[src/rtl/bplb_pkg.sv]
package bplb_pkg;

	localparam int TICK_W    = 10;
	localparam int MS_W      = 16;
	localparam int HOLD_W    = 17;
	localparam int PHASE_W   = 11;
	localparam int PAT_W     = 10;
	localparam int MODE_W    = 3;
	localparam int CFG_IDX_W = 2;

	localparam logic [TICK_W-1:0] TICK_MS_RST   = 10'd20;
	localparam logic [MS_W-1:0]   DEBOUNCE_RST  = 16'd40;
	localparam logic [MS_W-1:0]   LONG_RST      = 16'd2000;
	localparam logic [MS_W-1:0]   VERY_LONG_RST = 16'd10000;

	localparam logic [CFG_IDX_W-1:0] REG_TICK_MS   = 2'd0;
	localparam logic [CFG_IDX_W-1:0] REG_DEBOUNCE  = 2'd1;
	localparam logic [CFG_IDX_W-1:0] REG_LONG      = 2'd2;
	localparam logic [CFG_IDX_W-1:0] REG_VERY_LONG = 2'd3;

	localparam logic [MODE_W-1:0] MODE_UNPAIRED  = 3'd0;
	localparam logic [MODE_W-1:0] MODE_SEARCHING = 3'd1;
	localparam logic [MODE_W-1:0] MODE_CONNECTED = 3'd2;
	localparam logic [MODE_W-1:0] MODE_RECORDING = 3'd3;
	localparam logic [MODE_W-1:0] MODE_WARNING   = 3'd4;
	localparam logic [MODE_W-1:0] MODE_CONFIG    = 3'd5;

	typedef struct packed {
		logic short_press;
		logic long_press;
		logic very_long_press;
	} press_evt_t;

	// on time of each pattern in ms; a zero on time with nonzero off time is dark
	function automatic logic [PAT_W-1:0] pat_on(input logic [MODE_W-1:0] mode);
		logic [PAT_W-1:0] r;
		case (mode)
			MODE_UNPAIRED:  r = 10'd0;
			MODE_SEARCHING: r = 10'd120;
			MODE_CONNECTED: r = 10'd1;
			MODE_RECORDING: r = 10'd900;
			MODE_WARNING:   r = 10'd120;
			MODE_CONFIG:    r = 10'd0;
			default:        r = 10'd0;
		endcase
		return r;
	endfunction

	// off time of each pattern in ms; zero means solid on
	function automatic logic [PAT_W-1:0] pat_off(input logic [MODE_W-1:0] mode);
		logic [PAT_W-1:0] r;
		case (mode)
			MODE_UNPAIRED:  r = 10'd1;
			MODE_SEARCHING: r = 10'd880;
			MODE_CONNECTED: r = 10'd0;
			MODE_RECORDING: r = 10'd100;
			MODE_WARNING:   r = 10'd120;
			MODE_CONFIG:    r = 10'd1;
			default:        r = 10'd1;
		endcase
		return r;
	endfunction

endpackage

[src/rtl/button_press_classifier_led_blinker.sv]
// Button press classifier and LED blinker. Each accepted input request is one
// timer tick of tick_ms milliseconds and yields exactly one result request with
// the short, long and very-long press flags and the LED drive for that tick.
// One request is taken every clock cycle while results are accepted; a result is
// presented after its input passes the input register, then the result register.
// While a result waits, one more request can enter the input register, after
// which input stalls until the result is taken.
// Configuration writes (index 0 tick_ms, 1 settle time, 2 long_press_ms,
// 3 very_long_press_ms) are always ready and must only be issued while idle.
module button_press_classifier_led_blinker (
	input  logic                              clk,
	input  logic                              arst_n,
	input  logic                              in_valid,
	output logic                              in_ready,
	input  logic                              button_down,
	input  logic [bplb_pkg::MODE_W-1:0]       led_mode,
	output logic                              out_valid,
	input  logic                              out_ready,
	output logic                              short_press,
	output logic                              long_press,
	output logic                              very_long_press,
	output logic                              led_on,
	input  logic                              cfg_valid,
	output logic                              cfg_ready,
	input  logic [bplb_pkg::CFG_IDX_W-1:0]    cfg_index,
	input  logic [bplb_pkg::MS_W-1:0]         cfg_data
);

	logic [bplb_pkg::TICK_W-1:0] tick_ms_q;
	logic [bplb_pkg::MS_W-1:0]   debounce_q, long_q, vlong_q;

	logic                        valid_s1;
	logic                        button_s1;
	logic [bplb_pkg::MODE_W-1:0] mode_s1;
	logic                        step;
	bplb_pkg::press_evt_t        evt;
	logic                        led;

	logic                        out_valid_q;
	logic                        short_q, long_evt_q, vlong_evt_q, led_q;

	assign cfg_ready = 1'b1;

	always_ff @(posedge clk or negedge arst_n) begin
		if (!arst_n) begin
			tick_ms_q  <= bplb_pkg::TICK_MS_RST;
			debounce_q <= bplb_pkg::DEBOUNCE_RST;
			long_q     <= bplb_pkg::LONG_RST;
			vlong_q    <= bplb_pkg::VERY_LONG_RST;
		end else if (cfg_valid) begin
			case (cfg_index)
				bplb_pkg::REG_TICK_MS:   tick_ms_q  <= cfg_data[bplb_pkg::TICK_W-1:0];
				bplb_pkg::REG_DEBOUNCE:  debounce_q <= cfg_data;
				bplb_pkg::REG_LONG:      long_q     <= cfg_data;
				bplb_pkg::REG_VERY_LONG: vlong_q    <= cfg_data;
				default: ;
			endcase
		end
	end

	assign step     = valid_s1 && (!out_valid_q || out_ready);
	assign in_ready = !valid_s1 || step;

	always_ff @(posedge clk or negedge arst_n) begin
		if (!arst_n) begin
			valid_s1 <= 1'b0;
		end else if (in_ready) begin
			valid_s1 <= in_valid;
		end
	end

	always_ff @(posedge clk) begin
		if (in_valid && in_ready) begin
			button_s1 <= button_down;
			mode_s1   <= led_mode;
		end
	end

	bplb_press u_press (
		.clk                (clk),
		.arst_n             (arst_n),
		.step               (step),
		.button_down        (button_s1),
		.tick_ms            (tick_ms_q),
		.settle_ms          (debounce_q),
		.long_press_ms      (long_q),
		.very_long_press_ms (vlong_q),
		.evt                (evt)
	);

	bplb_led u_led (
		.clk      (clk),
		.arst_n   (arst_n),
		.step     (step),
		.led_mode (mode_s1),
		.tick_ms  (tick_ms_q),
		.led_on   (led)
	);

	always_ff @(posedge clk or negedge arst_n) begin
		if (!arst_n) begin
			out_valid_q <= 1'b0;
		end else if (step) begin
			out_valid_q <= 1'b1;
		end else if (out_ready) begin
			out_valid_q <= 1'b0;
		end
	end

	always_ff @(posedge clk) begin
		if (step) begin
			short_q     <= evt.short_press;
			long_evt_q  <= evt.long_press;
			vlong_evt_q <= evt.very_long_press;
			led_q       <= led;
		end
	end

	assign out_valid       = out_valid_q;
	assign short_press     = short_q;
	assign long_press      = long_evt_q;
	assign very_long_press = vlong_evt_q;
	assign led_on          = led_q;

endmodule

[src/rtl/bplb_press.sv]
module bplb_press (
	input  logic                            clk,
	input  logic                            arst_n,
	input  logic                            step,
	input  logic                            button_down,
	input  logic [bplb_pkg::TICK_W-1:0]     tick_ms,
	input  logic [bplb_pkg::MS_W-1:0]       settle_ms,
	input  logic [bplb_pkg::MS_W-1:0]       long_press_ms,
	input  logic [bplb_pkg::MS_W-1:0]       very_long_press_ms,
	output bplb_pkg::press_evt_t            evt
);

	logic                          last_q, last_d;
	logic [bplb_pkg::MS_W-1:0]     stable_q, stable_d;
	logic                          pressed_q, pressed_d;
	logic [bplb_pkg::HOLD_W-1:0]   hold_q, hold_d;
	logic                          long_done_q, long_done_d;
	logic                          vlong_done_q, vlong_done_d;
	logic [bplb_pkg::MS_W:0]       stable_sum;
	logic [bplb_pkg::MS_W-1:0]     stable_sat;
	logic [bplb_pkg::HOLD_W:0]     hold_sum;

	always_comb begin
		last_d       = last_q;
		stable_d     = stable_q;
		pressed_d    = pressed_q;
		hold_d       = hold_q;
		long_done_d  = long_done_q;
		vlong_done_d = vlong_done_q;
		evt          = '0;
		stable_sum   = {1'b0, stable_q} + (bplb_pkg::MS_W + 1)'(tick_ms);
		stable_sat   = stable_sum[bplb_pkg::MS_W] ? '1 : stable_sum[bplb_pkg::MS_W-1:0];
		hold_sum     = '0;

		if (button_down != last_q) begin
			last_d   = button_down;
			stable_d = '0;
		end else if (stable_q < settle_ms) begin
			stable_d = stable_sat;
			if (stable_sat >= settle_ms) begin
				if (button_down && !pressed_q) begin
					pressed_d    = 1'b1;
					hold_d       = '0;
					long_done_d  = 1'b0;
					vlong_done_d = 1'b0;
				end else if (!button_down && pressed_q) begin
					pressed_d       = 1'b0;
					evt.short_press = !long_done_q;
				end
			end
		end

		if (pressed_d) begin
			hold_sum = {1'b0, hold_d} + (bplb_pkg::HOLD_W + 1)'(tick_ms);
			hold_d   = hold_sum[bplb_pkg::HOLD_W] ? '1 : hold_sum[bplb_pkg::HOLD_W-1:0];
			if (!long_done_d && hold_d >= bplb_pkg::HOLD_W'(long_press_ms)) begin
				long_done_d    = 1'b1;
				evt.long_press = 1'b1;
			end
			if (!vlong_done_d && hold_d >= bplb_pkg::HOLD_W'(very_long_press_ms)) begin
				vlong_done_d        = 1'b1;
				evt.very_long_press = 1'b1;
			end
		end
	end

	always_ff @(posedge clk or negedge arst_n) begin
		if (!arst_n) begin
			last_q       <= 1'b0;
			stable_q     <= '0;
			pressed_q    <= 1'b0;
			hold_q       <= '0;
			long_done_q  <= 1'b0;
			vlong_done_q <= 1'b0;
		end else if (step) begin
			last_q       <= last_d;
			stable_q     <= stable_d;
			pressed_q    <= pressed_d;
			hold_q       <= hold_d;
			long_done_q  <= long_done_d;
			vlong_done_q <= vlong_done_d;
		end
	end

endmodule

[src/rtl/bplb_led.sv]
module bplb_led (
	input  logic                            clk,
	input  logic                            arst_n,
	input  logic                            step,
	input  logic [bplb_pkg::MODE_W-1:0]     led_mode,
	input  logic [bplb_pkg::TICK_W-1:0]     tick_ms,
	output logic                            led_on
);

	logic [bplb_pkg::MODE_W-1:0]  mode_q;
	logic                         phase_q, phase_d;
	logic [bplb_pkg::PHASE_W-1:0] ptime_q, ptime_d;
	logic [bplb_pkg::PAT_W-1:0]   on_ms, off_ms, dur;

	always_comb begin
		phase_d = phase_q;
		ptime_d = ptime_q;
		on_ms   = bplb_pkg::pat_on(led_mode);
		off_ms  = bplb_pkg::pat_off(led_mode);
		dur     = '0;
		led_on  = 1'b0;

		// new mode restarts the pattern in its on phase
		if (led_mode != mode_q) begin
			phase_d = 1'b0;
			ptime_d = '0;
		end

		if (off_ms == '0) begin
			led_on = 1'b1;
		end else if (on_ms == '0) begin
			led_on = 1'b0;
		end else begin
			dur     = phase_d ? off_ms : on_ms;
			led_on  = !phase_d;
			ptime_d = ptime_d + bplb_pkg::PHASE_W'(tick_ms);
			if (ptime_d >= bplb_pkg::PHASE_W'(dur)) begin
				ptime_d = '0;
				phase_d = !phase_d;
			end
		end
	end

	always_ff @(posedge clk or negedge arst_n) begin
		if (!arst_n) begin
			mode_q  <= bplb_pkg::MODE_UNPAIRED;
			phase_q <= 1'b0;
			ptime_q <= '0;
		end else if (step) begin
			mode_q  <= led_mode;
			phase_q <= phase_d;
			ptime_q <= ptime_d;
		end
	end

endmodule
[config.mk]
export PLATFORM = sky130hd
export DESIGN_NAME = button_press_classifier_led_blinker
export DESIGN_NICKNAME = d
export VERILOG_FILES = /design/src/rtl/bplb_pkg.sv /design/src/rtl/button_press_classifier_led_blinker.sv /design/src/rtl/bplb_press.sv /design/src/rtl/bplb_led.sv
export SDC_FILE = /design/constraint.sdc
export NUM_CORES = 1
export LEC_CHECK = 0
export BUFFER_PORTS_ARGS = -buffer_cell sky130_fd_sc_hd__buf_2
export CAP_MARGIN = 20
export CORE_MARGIN = 2
export CORE_UTILIZATION = 63
export DETAILED_ROUTE_END_ITERATION = 8
export PLACE_DENSITY = 0.81
export SKIP_CTS_REPAIR_TIMING = 1
export SYNTH_ARGS = -nofsm -noshare
export SYNTH_HDL_FRONTEND = slang
export SYNTH_SLANG_ARGS = --single-unit
[constraint.sdc]
create_clock -name clk -period 8.5 [get_ports clk]
set_input_delay 0 -clock clk [delete_from_list [all_inputs] [get_ports clk]]
set_output_delay 0 -clock clk [all_outputs]
set_load 0.005 [all_outputs]
# ---- After elaboration in Yosys (flattened, before gate mapping)
# Cells that the tools add are included.
dict set report word_totals {
  register_bits 120
  output_inout_bits 7
}
dict set report classes {
  add_sub_neg 3
  order_cmp 5
  n_eq_ne 9
  muxes 42
  bitwise 3
  reduce_logical 29
}
# op n
set op_table {}
lappend op_table {{$mux 17} 6}
lappend op_table {{$mux 16} 3}
lappend op_table {{$mux 11} 4}
lappend op_table {{$pmux 10 s4} 1}
lappend op_table {{$ge 17x16->1} 2}
lappend op_table {{$pmux 10 s3} 1}
lappend op_table {{$mux 1} 26}
lappend op_table {{$logic_not 10->1} 2}
lappend op_table {{$add 17x10->18} 1}
lappend op_table {{$add 16x10->17} 1}
lappend op_table {{$ge 16x16->1} 1}
lappend op_table {{$lt 16x16->1} 1}
lappend op_table {{$reduce_and 2->1} 6}
lappend op_table {{$add 11x10->11} 1}
lappend op_table {{$ge 11x10->1} 1}
lappend op_table {{$mux 10} 1}
lappend op_table {{$logic_not 1->1} 8}
lappend op_table {{$eq 3x2->1 const B} 2}
lappend op_table {{$logic_and 1x1->1} 6}
lappend op_table {{$reduce_or 5->1} 1}
lappend op_table {{$eq 2x2->1 const B} 2}
lappend op_table {{$reduce_bool 2->1} 2}
lappend op_table {{$eq 3x1->1 const B} 1}
lappend op_table {{$eq 3x3->1 const B} 1}
lappend op_table {{other kinds (7)} 10}

# ---- Longest topological paths before layout
dict set report depth {
  depth_word 12
  ltp_mapped 36
  depth_no_buf 34
}

# ---- By module
# From an unflattened synthesis, not the netlist that was laid out.
dict set report hier_totals {
  cells_unflattened 855
  hier_area_um2 8599.5
}
# mod instances cells_each area_per_inst_um2 seq_area_each_um2
set by_module_without_submodules {}
lappend by_module_without_submodules {bplb_press 1 559 4515.6 925.9}
lappend by_module_without_submodules {button_press_classifier_led_blinker 1 142 2691.3 1760.4}
lappend by_module_without_submodules {bplb_led 1 154 1392.6 375.4}

# ---- Worst setup path before layout
# OpenSTA, ideal clock, no wires.
dict set report synth_timing {
  path_type {register -> register}
  from {reg tick_ms_q[0] in the netlist's numbering}
  to {reg long_evt_q, in the netlist long_press (data pin)}
  setup_ps 167
  arrival_time_ps 6958
  path_slack_ps 1375
  path_stages_with_launch 36
  n_path_buf 2
  synth_period_minus_slack_ps 7125
  path_cell_list {dfrtp_1 > ha_1 > fa_1 > a21o_1 > a21oi_1 > nor2b_1 > o21ai_1 > a21oi_2 > nand3_1 > o21ai_0 > a21o_1 > ha_1 > and4_1 > a221oi_1 > o211ai_2 > nand4_2 > buf_2 > clkbuf_1 > and2_1 > ha_1 > fa_1 > a211oi_1 > o21ai_1 > a31oi_1 > o21ai_2 > nand3_1 > xnor2_1 > o21ai_0 > ha_1 > nand4_1 > nor2_1 > nand3_1 > o311ai_0 > nand3_1 > and3_1 > a211oi_1}
}
dict set report synth_via {
  elab_chain_cells 11
  word_cells_on_any_way 18
}
# item line_no
set synth_rtl {}
lappend synth_rtl {{from (decl)} button_press_classifier_led_blinker.sv:29} ;# logic [bplb_pkg::TICK_W-1:0] tick_ms_q;
lappend synth_rtl {{from (signal assigned)} button_press_classifier_led_blinker.sv:46} ;# tick_ms_q <= bplb_pkg::TICK_MS_RST;
lappend synth_rtl {{from (signal assigned)} button_press_classifier_led_blinker.sv:52} ;# bplb_pkg::REG_TICK_MS: tick_ms_q <= cfg_data[bplb_pkg::TICK_W-1:0];
lappend synth_rtl {{$add 16x10->17} bplb_press.sv:31} ;# stable_sum = {1'b0, stable_q} + (bplb_pkg::MS_W + 1)'(tick_ms);
lappend synth_rtl {{$mux 16} bplb_press.sv:32} ;# stable_sat = stable_sum[bplb_pkg::MS_W] ? '1 : stable_sum[bplb_pkg::MS_W-1:0];
lappend synth_rtl {{$ge 16x16->1} bplb_press.sv:40} ;# if (stable_sat >= settle_ms) begin
lappend synth_rtl {{$mux 17} bplb_press.sv:40}
lappend synth_rtl {{$mux 17} bplb_press.sv:38} ;# end else if (stable_q < settle_ms) begin
lappend synth_rtl {{$mux 17} bplb_press.sv:35} ;# if (button_down != last_q) begin
lappend synth_rtl {{$add 17x10->18} bplb_press.sv:54} ;# hold_sum = {1'b0, hold_d} + (bplb_pkg::HOLD_W + 1)'(tick_ms);
lappend synth_rtl {{$mux 17} bplb_press.sv:55} ;# hold_d = hold_sum[bplb_pkg::HOLD_W] ? '1 : hold_sum[bplb_pkg::HOLD_W-1:0];
lappend synth_rtl {{$ge 17x16->1} bplb_press.sv:56} ;# if (!long_done_d && hold_d >= bplb_pkg::HOLD_W'(long_press_ms)) begin
lappend synth_rtl {{$logic_and 1x1->1} bplb_press.sv:56}
lappend synth_rtl {{$mux 1} bplb_press.sv:56}
lappend synth_rtl {{to (signal assigned)} button_press_classifier_led_blinker.sv:113} ;# long_evt_q <= evt.long_press;
lappend synth_rtl {{to (decl)} button_press_classifier_led_blinker.sv:40} ;# logic short_q, long_evt_q, vlong_evt_q, led_q;
# Parallel ways exist; a longest one is shown, timed or not.
# A chain may end at the register's enable or synchronous reset.

# ---- Worst setup path after layout
# Ends and elaborated chain as after synthesis.

==> impl_results.md <==
* Syn nets at roughly 960
* Internal at roughly 0.0017 W
* IO Port Bufs at 32
* Root Driver: clkbuf_16
* DP Cell Count at around 1,000
* Pleak at around 4.6 nW
* Worst Tran Pin Value at slightly above 0.9 ns
* Synthesized area per cell at approximately 10 um2
* Max Fclk at between 0.1 and 0.15 GHz
* GRT overflow at 0
* Initial Utilization at 0.638
* P_sw at ~0.0011 W
* Final GP Congestion at between 0.8 and 0.9
* Std cell rows at 42
* Worst-case clock buffer depth at 2
* Register area at roughly 3000 um2
* Worst VDD drop at ~0.16 mV
* Final Routed Wirelength at between 20,000 and 25,000 um
* Critical path arrival at ~8.3 ns
* Comb power frac at 0.459
* Hold Slack at around 0.12 ns
* Routed Antenna Nets at 0
* Final number of hold-violating endpoints at 0
* Power Total at ~0.0028 W
* Seq pwr share at 0.293
* Synthesized flop and latch total at between 100 and 150
* DR vias at approximately 6,700
* Post-synth top flop: dfrtp_1
* Multi-input logic area at 4960 um2
* Fin. max-slew vios at 0
* Clk network pwr share at 0.248
* Die span in y at ~120 um
* Residual DRC at 0
* Mapped Cells at between 800 and 900
* Library cells used by synthesis at 80
* DP HPWL at around 15,000 um
* Top fanout value on the critical path at 10
* Largest net degree at the start of global routing at 66
* # H-tree levels at 4
* Max_cap viols at 0
* Clock latency on the worst-skew pair at 0.43 ns
* Crit-path max cell delay at 0.45 ns
* Slew HR at 0.378
* Drt wl/cell at ~20 um
* Die area at 14,200 um2
* Detailed-router iteration count before antenna repair at 6
* Switching portion of total power at 0.406
* Post-DP Area at approximately 8700 um2
* Final number of setup-violating endpoints at 0
* Post-synthesis sequential area ratio at 0.367
* Gr usage total at 0.305
* Reg clk slew, reported paths at 0.06 ns
* Setup TNS at 0 ns
* Initial antenna violation count at 0
* Layout cell share with drive strength beyond 1 at 0.197
* Initial DRC count at 489
* Skew final at 0.00823 ns
* Worst hold path type: in -> async
* CP Launch Type: flip-flop
* Clk sinks at 120
* Chip Width at 119 um
* Final min period at 8.04 ns
* Most frequent CP cell: ha_1
* First-pass GRT wire length at between 30,000 and 40,000 um
* Mapped cell area at about 8400 um2
* Vias per cell at approximately 6.2
* Number of global-route vias before repair at 6,751
* Post-route cell area at ~9500 um2
* Area delta synth->final at 13.3%
* Ys async rst share at 0.933
* Number of synthesized flops with an enable pin at 8
* TritonCTS clock tree: done
* Number of fill cells in the layout at slightly above 900
* # nets final at 1,017
* Diodes inserted at 0
* CTS Buf Count at 17
* Worst Setup End Kind: flip-flop
* Core Area at ~13,000 um2
* Synth warn at 0
* Crit share post-route at 0.946
* Worst Path Required at just under 9 ns
* Setup CP Type: reg -> reg
* IO Count at 34
* RSZ-0062 raised after global routing: false
* CP max stage cell: dfrtp_1
* Final cell count without fillers at 1,074
* PwrDens at 296 nW/um2
* Outcome: finished, final reports clean
[per-layer routing]
metal	vias to the layer above	wire, um	part of all wire	global-route usage
li1	3124	-	-	-
met5	-	0	0	0
met3	61	1030	0.049	0.0493
met1	3276	8410	0.40	0.368
met2	222	10700	0.51	0.528
met4	0	849	0.040	0.154
[cell usage in the layout (no fill, tap or decap), drive strengths merged, types with 4 or more instances in the layout]
cell type	n
nor3	12
a21oi	50
o21ai	41
o31ai	7
nand2b	15
a21boi	5
a31oi	9
dlygate4sd3	24
nand4	9
edfxtp	8
nor2	37
or2	4
ha	102
nand3	23
buf	37
mux2	69
nand3b	4
xor2	13
inv	72
nor2b	11
xnor2	14
a22o	21
and3	9
nand2	52
and2	26
clkbuf	17
o21a	10
dfstp	15
a21o	24
a211oi	10
nand4b	4
dfrtp	97
[worst max-delay path: cells and delay by family (launching register included)]
family	cells	cell delay (ns)
compound gates	15	3.41
fa+ha+maj	6	1.99
simple gates	11	1.87
flops	1	0.45
xor+xnor	1	0.13
[synth_stat cells (all sizes together), types with 3 or more instances]
cell / n / area, um2
ha: 102 / 1280
dfrtp: 97 / 2430
mux2: 69 / 803
inv: 61 / 229
nand2: 52 / 195
a21oi: 50 / 262
o21ai: 41 / 213
nor2: 37 / 149
and2: 26 / 163
a21o: 24 / 180
nand3: 23 / 115
a22o: 21 / 184
dfstp: 15 / 394
nand2b: 15 / 93.8
xnor2: 14 / 123
clkbuf: 13 / 48.8
xor2: 13 / 114
nor3: 12 / 65.1
nor2b: 11 / 68.8
a211oi: 10 / 75.1
o21a: 10 / 75.1
a31oi: 9 / 56.3
and3: 9 / 57.6
nand4: 9 / 62.6
buf: 8 / 62.6
edfxtp: 8 / 240
o31ai: 7 / 52.6
a21boi: 5 / 37.5
nand3b: 4 / 30.0
nand4b: 4 / 35.0
or2: 4 / 27.5
fa: 3 / 60.1
nor3b: 3 / 22.5
o21bai: 3 / 22.5
o22ai: 3 / 25.0
o311ai: 3 / 26.3
[through the flow]
stage | utilization | setup slack (ns)
after floorplan | - | 1.37
after CTS | 0.704 | 0.345
final | 0.723 | 0.463
after global routing | 0.723 | 0.0233
after global placement | 0.662 | 0.784
after detailed placement | 0.662 | 0.473
[path summary, 6_finish.rpt]
check / start / end / slack, ns / cells after the start
max reg2reg: tick_ms_q[0] / long_press / 0.46 / 33
min in group clk: cfg_index[0] / tick_ms_q[8] / 0.19 / 4
min: arst_n / u_press.stable_q[15] / 0.12 / 2
max in group asynchronous: arst_n / u_press.hold_q[12] / 7.11 / 3
min reg2reg: u_led.mode_q[1] / u_led.mode_q[1] / 0.50 / 2
max: tick_ms_q[0] / long_press / 0.46 / 33
[area by class of cell]
cell class	instances	share of cell area
Sequential cell	120	0.324
Multi-Input combinational cell	624	0.524
Inverter	61	0.0242
Clock inverter	15	0.0137
Tap cell	176	0.0233
Clock buffer	17	0.0449
Timing Repair Buffer	61	0.0465
[sequential cells by signal, indices dropped and copies added, names as in the netlist, 10 cells and up]
name	count
debounce_q	16
long_q	16
tick_ms_q	10
u_led.ptime_q	11
u_press.hold_q	17
u_press.stable_q	16
vlong_q	16
[cells by family (layout without fill, tap and decap cells)]
group | count (synthesis) | in the layout | share of synthesized area
AO/OA/AOI/OAI | 207 | 207 | 0.172
flip-flops | 120 | 120 | 0.367
AND/OR/NAND/NOR | 213 | 213 | 0.134
buffers and inverters | 82 | 154 | 0.0408
multiplexers | 71 | 71 | 0.0986
adder cells (fa/ha/maj) | 105 | 105 | 0.160
XOR/XNOR | 27 | 27 | 0.0283
other | 1 | 1 | 0.000449
[power groups by stage]
stage / Combinational [W] / Clock (W) / Sequential, W
2_1_floorplan: 0.000952 / 0 / 0.000776
3_3_place_gp: 0.00116 / 0 / 0.000814
3_5_place_dp: 0.00123 / 0 / 0.000822
4_1_cts: 0.00126 / 0.000699 / 0.000816
5_1_grt: 0.00144 / 0.000725 / 0.000832
6_report: 0.00129 / 0.000695 / 0.000821
Note: power is estimated with default switching activity, not from simulation.
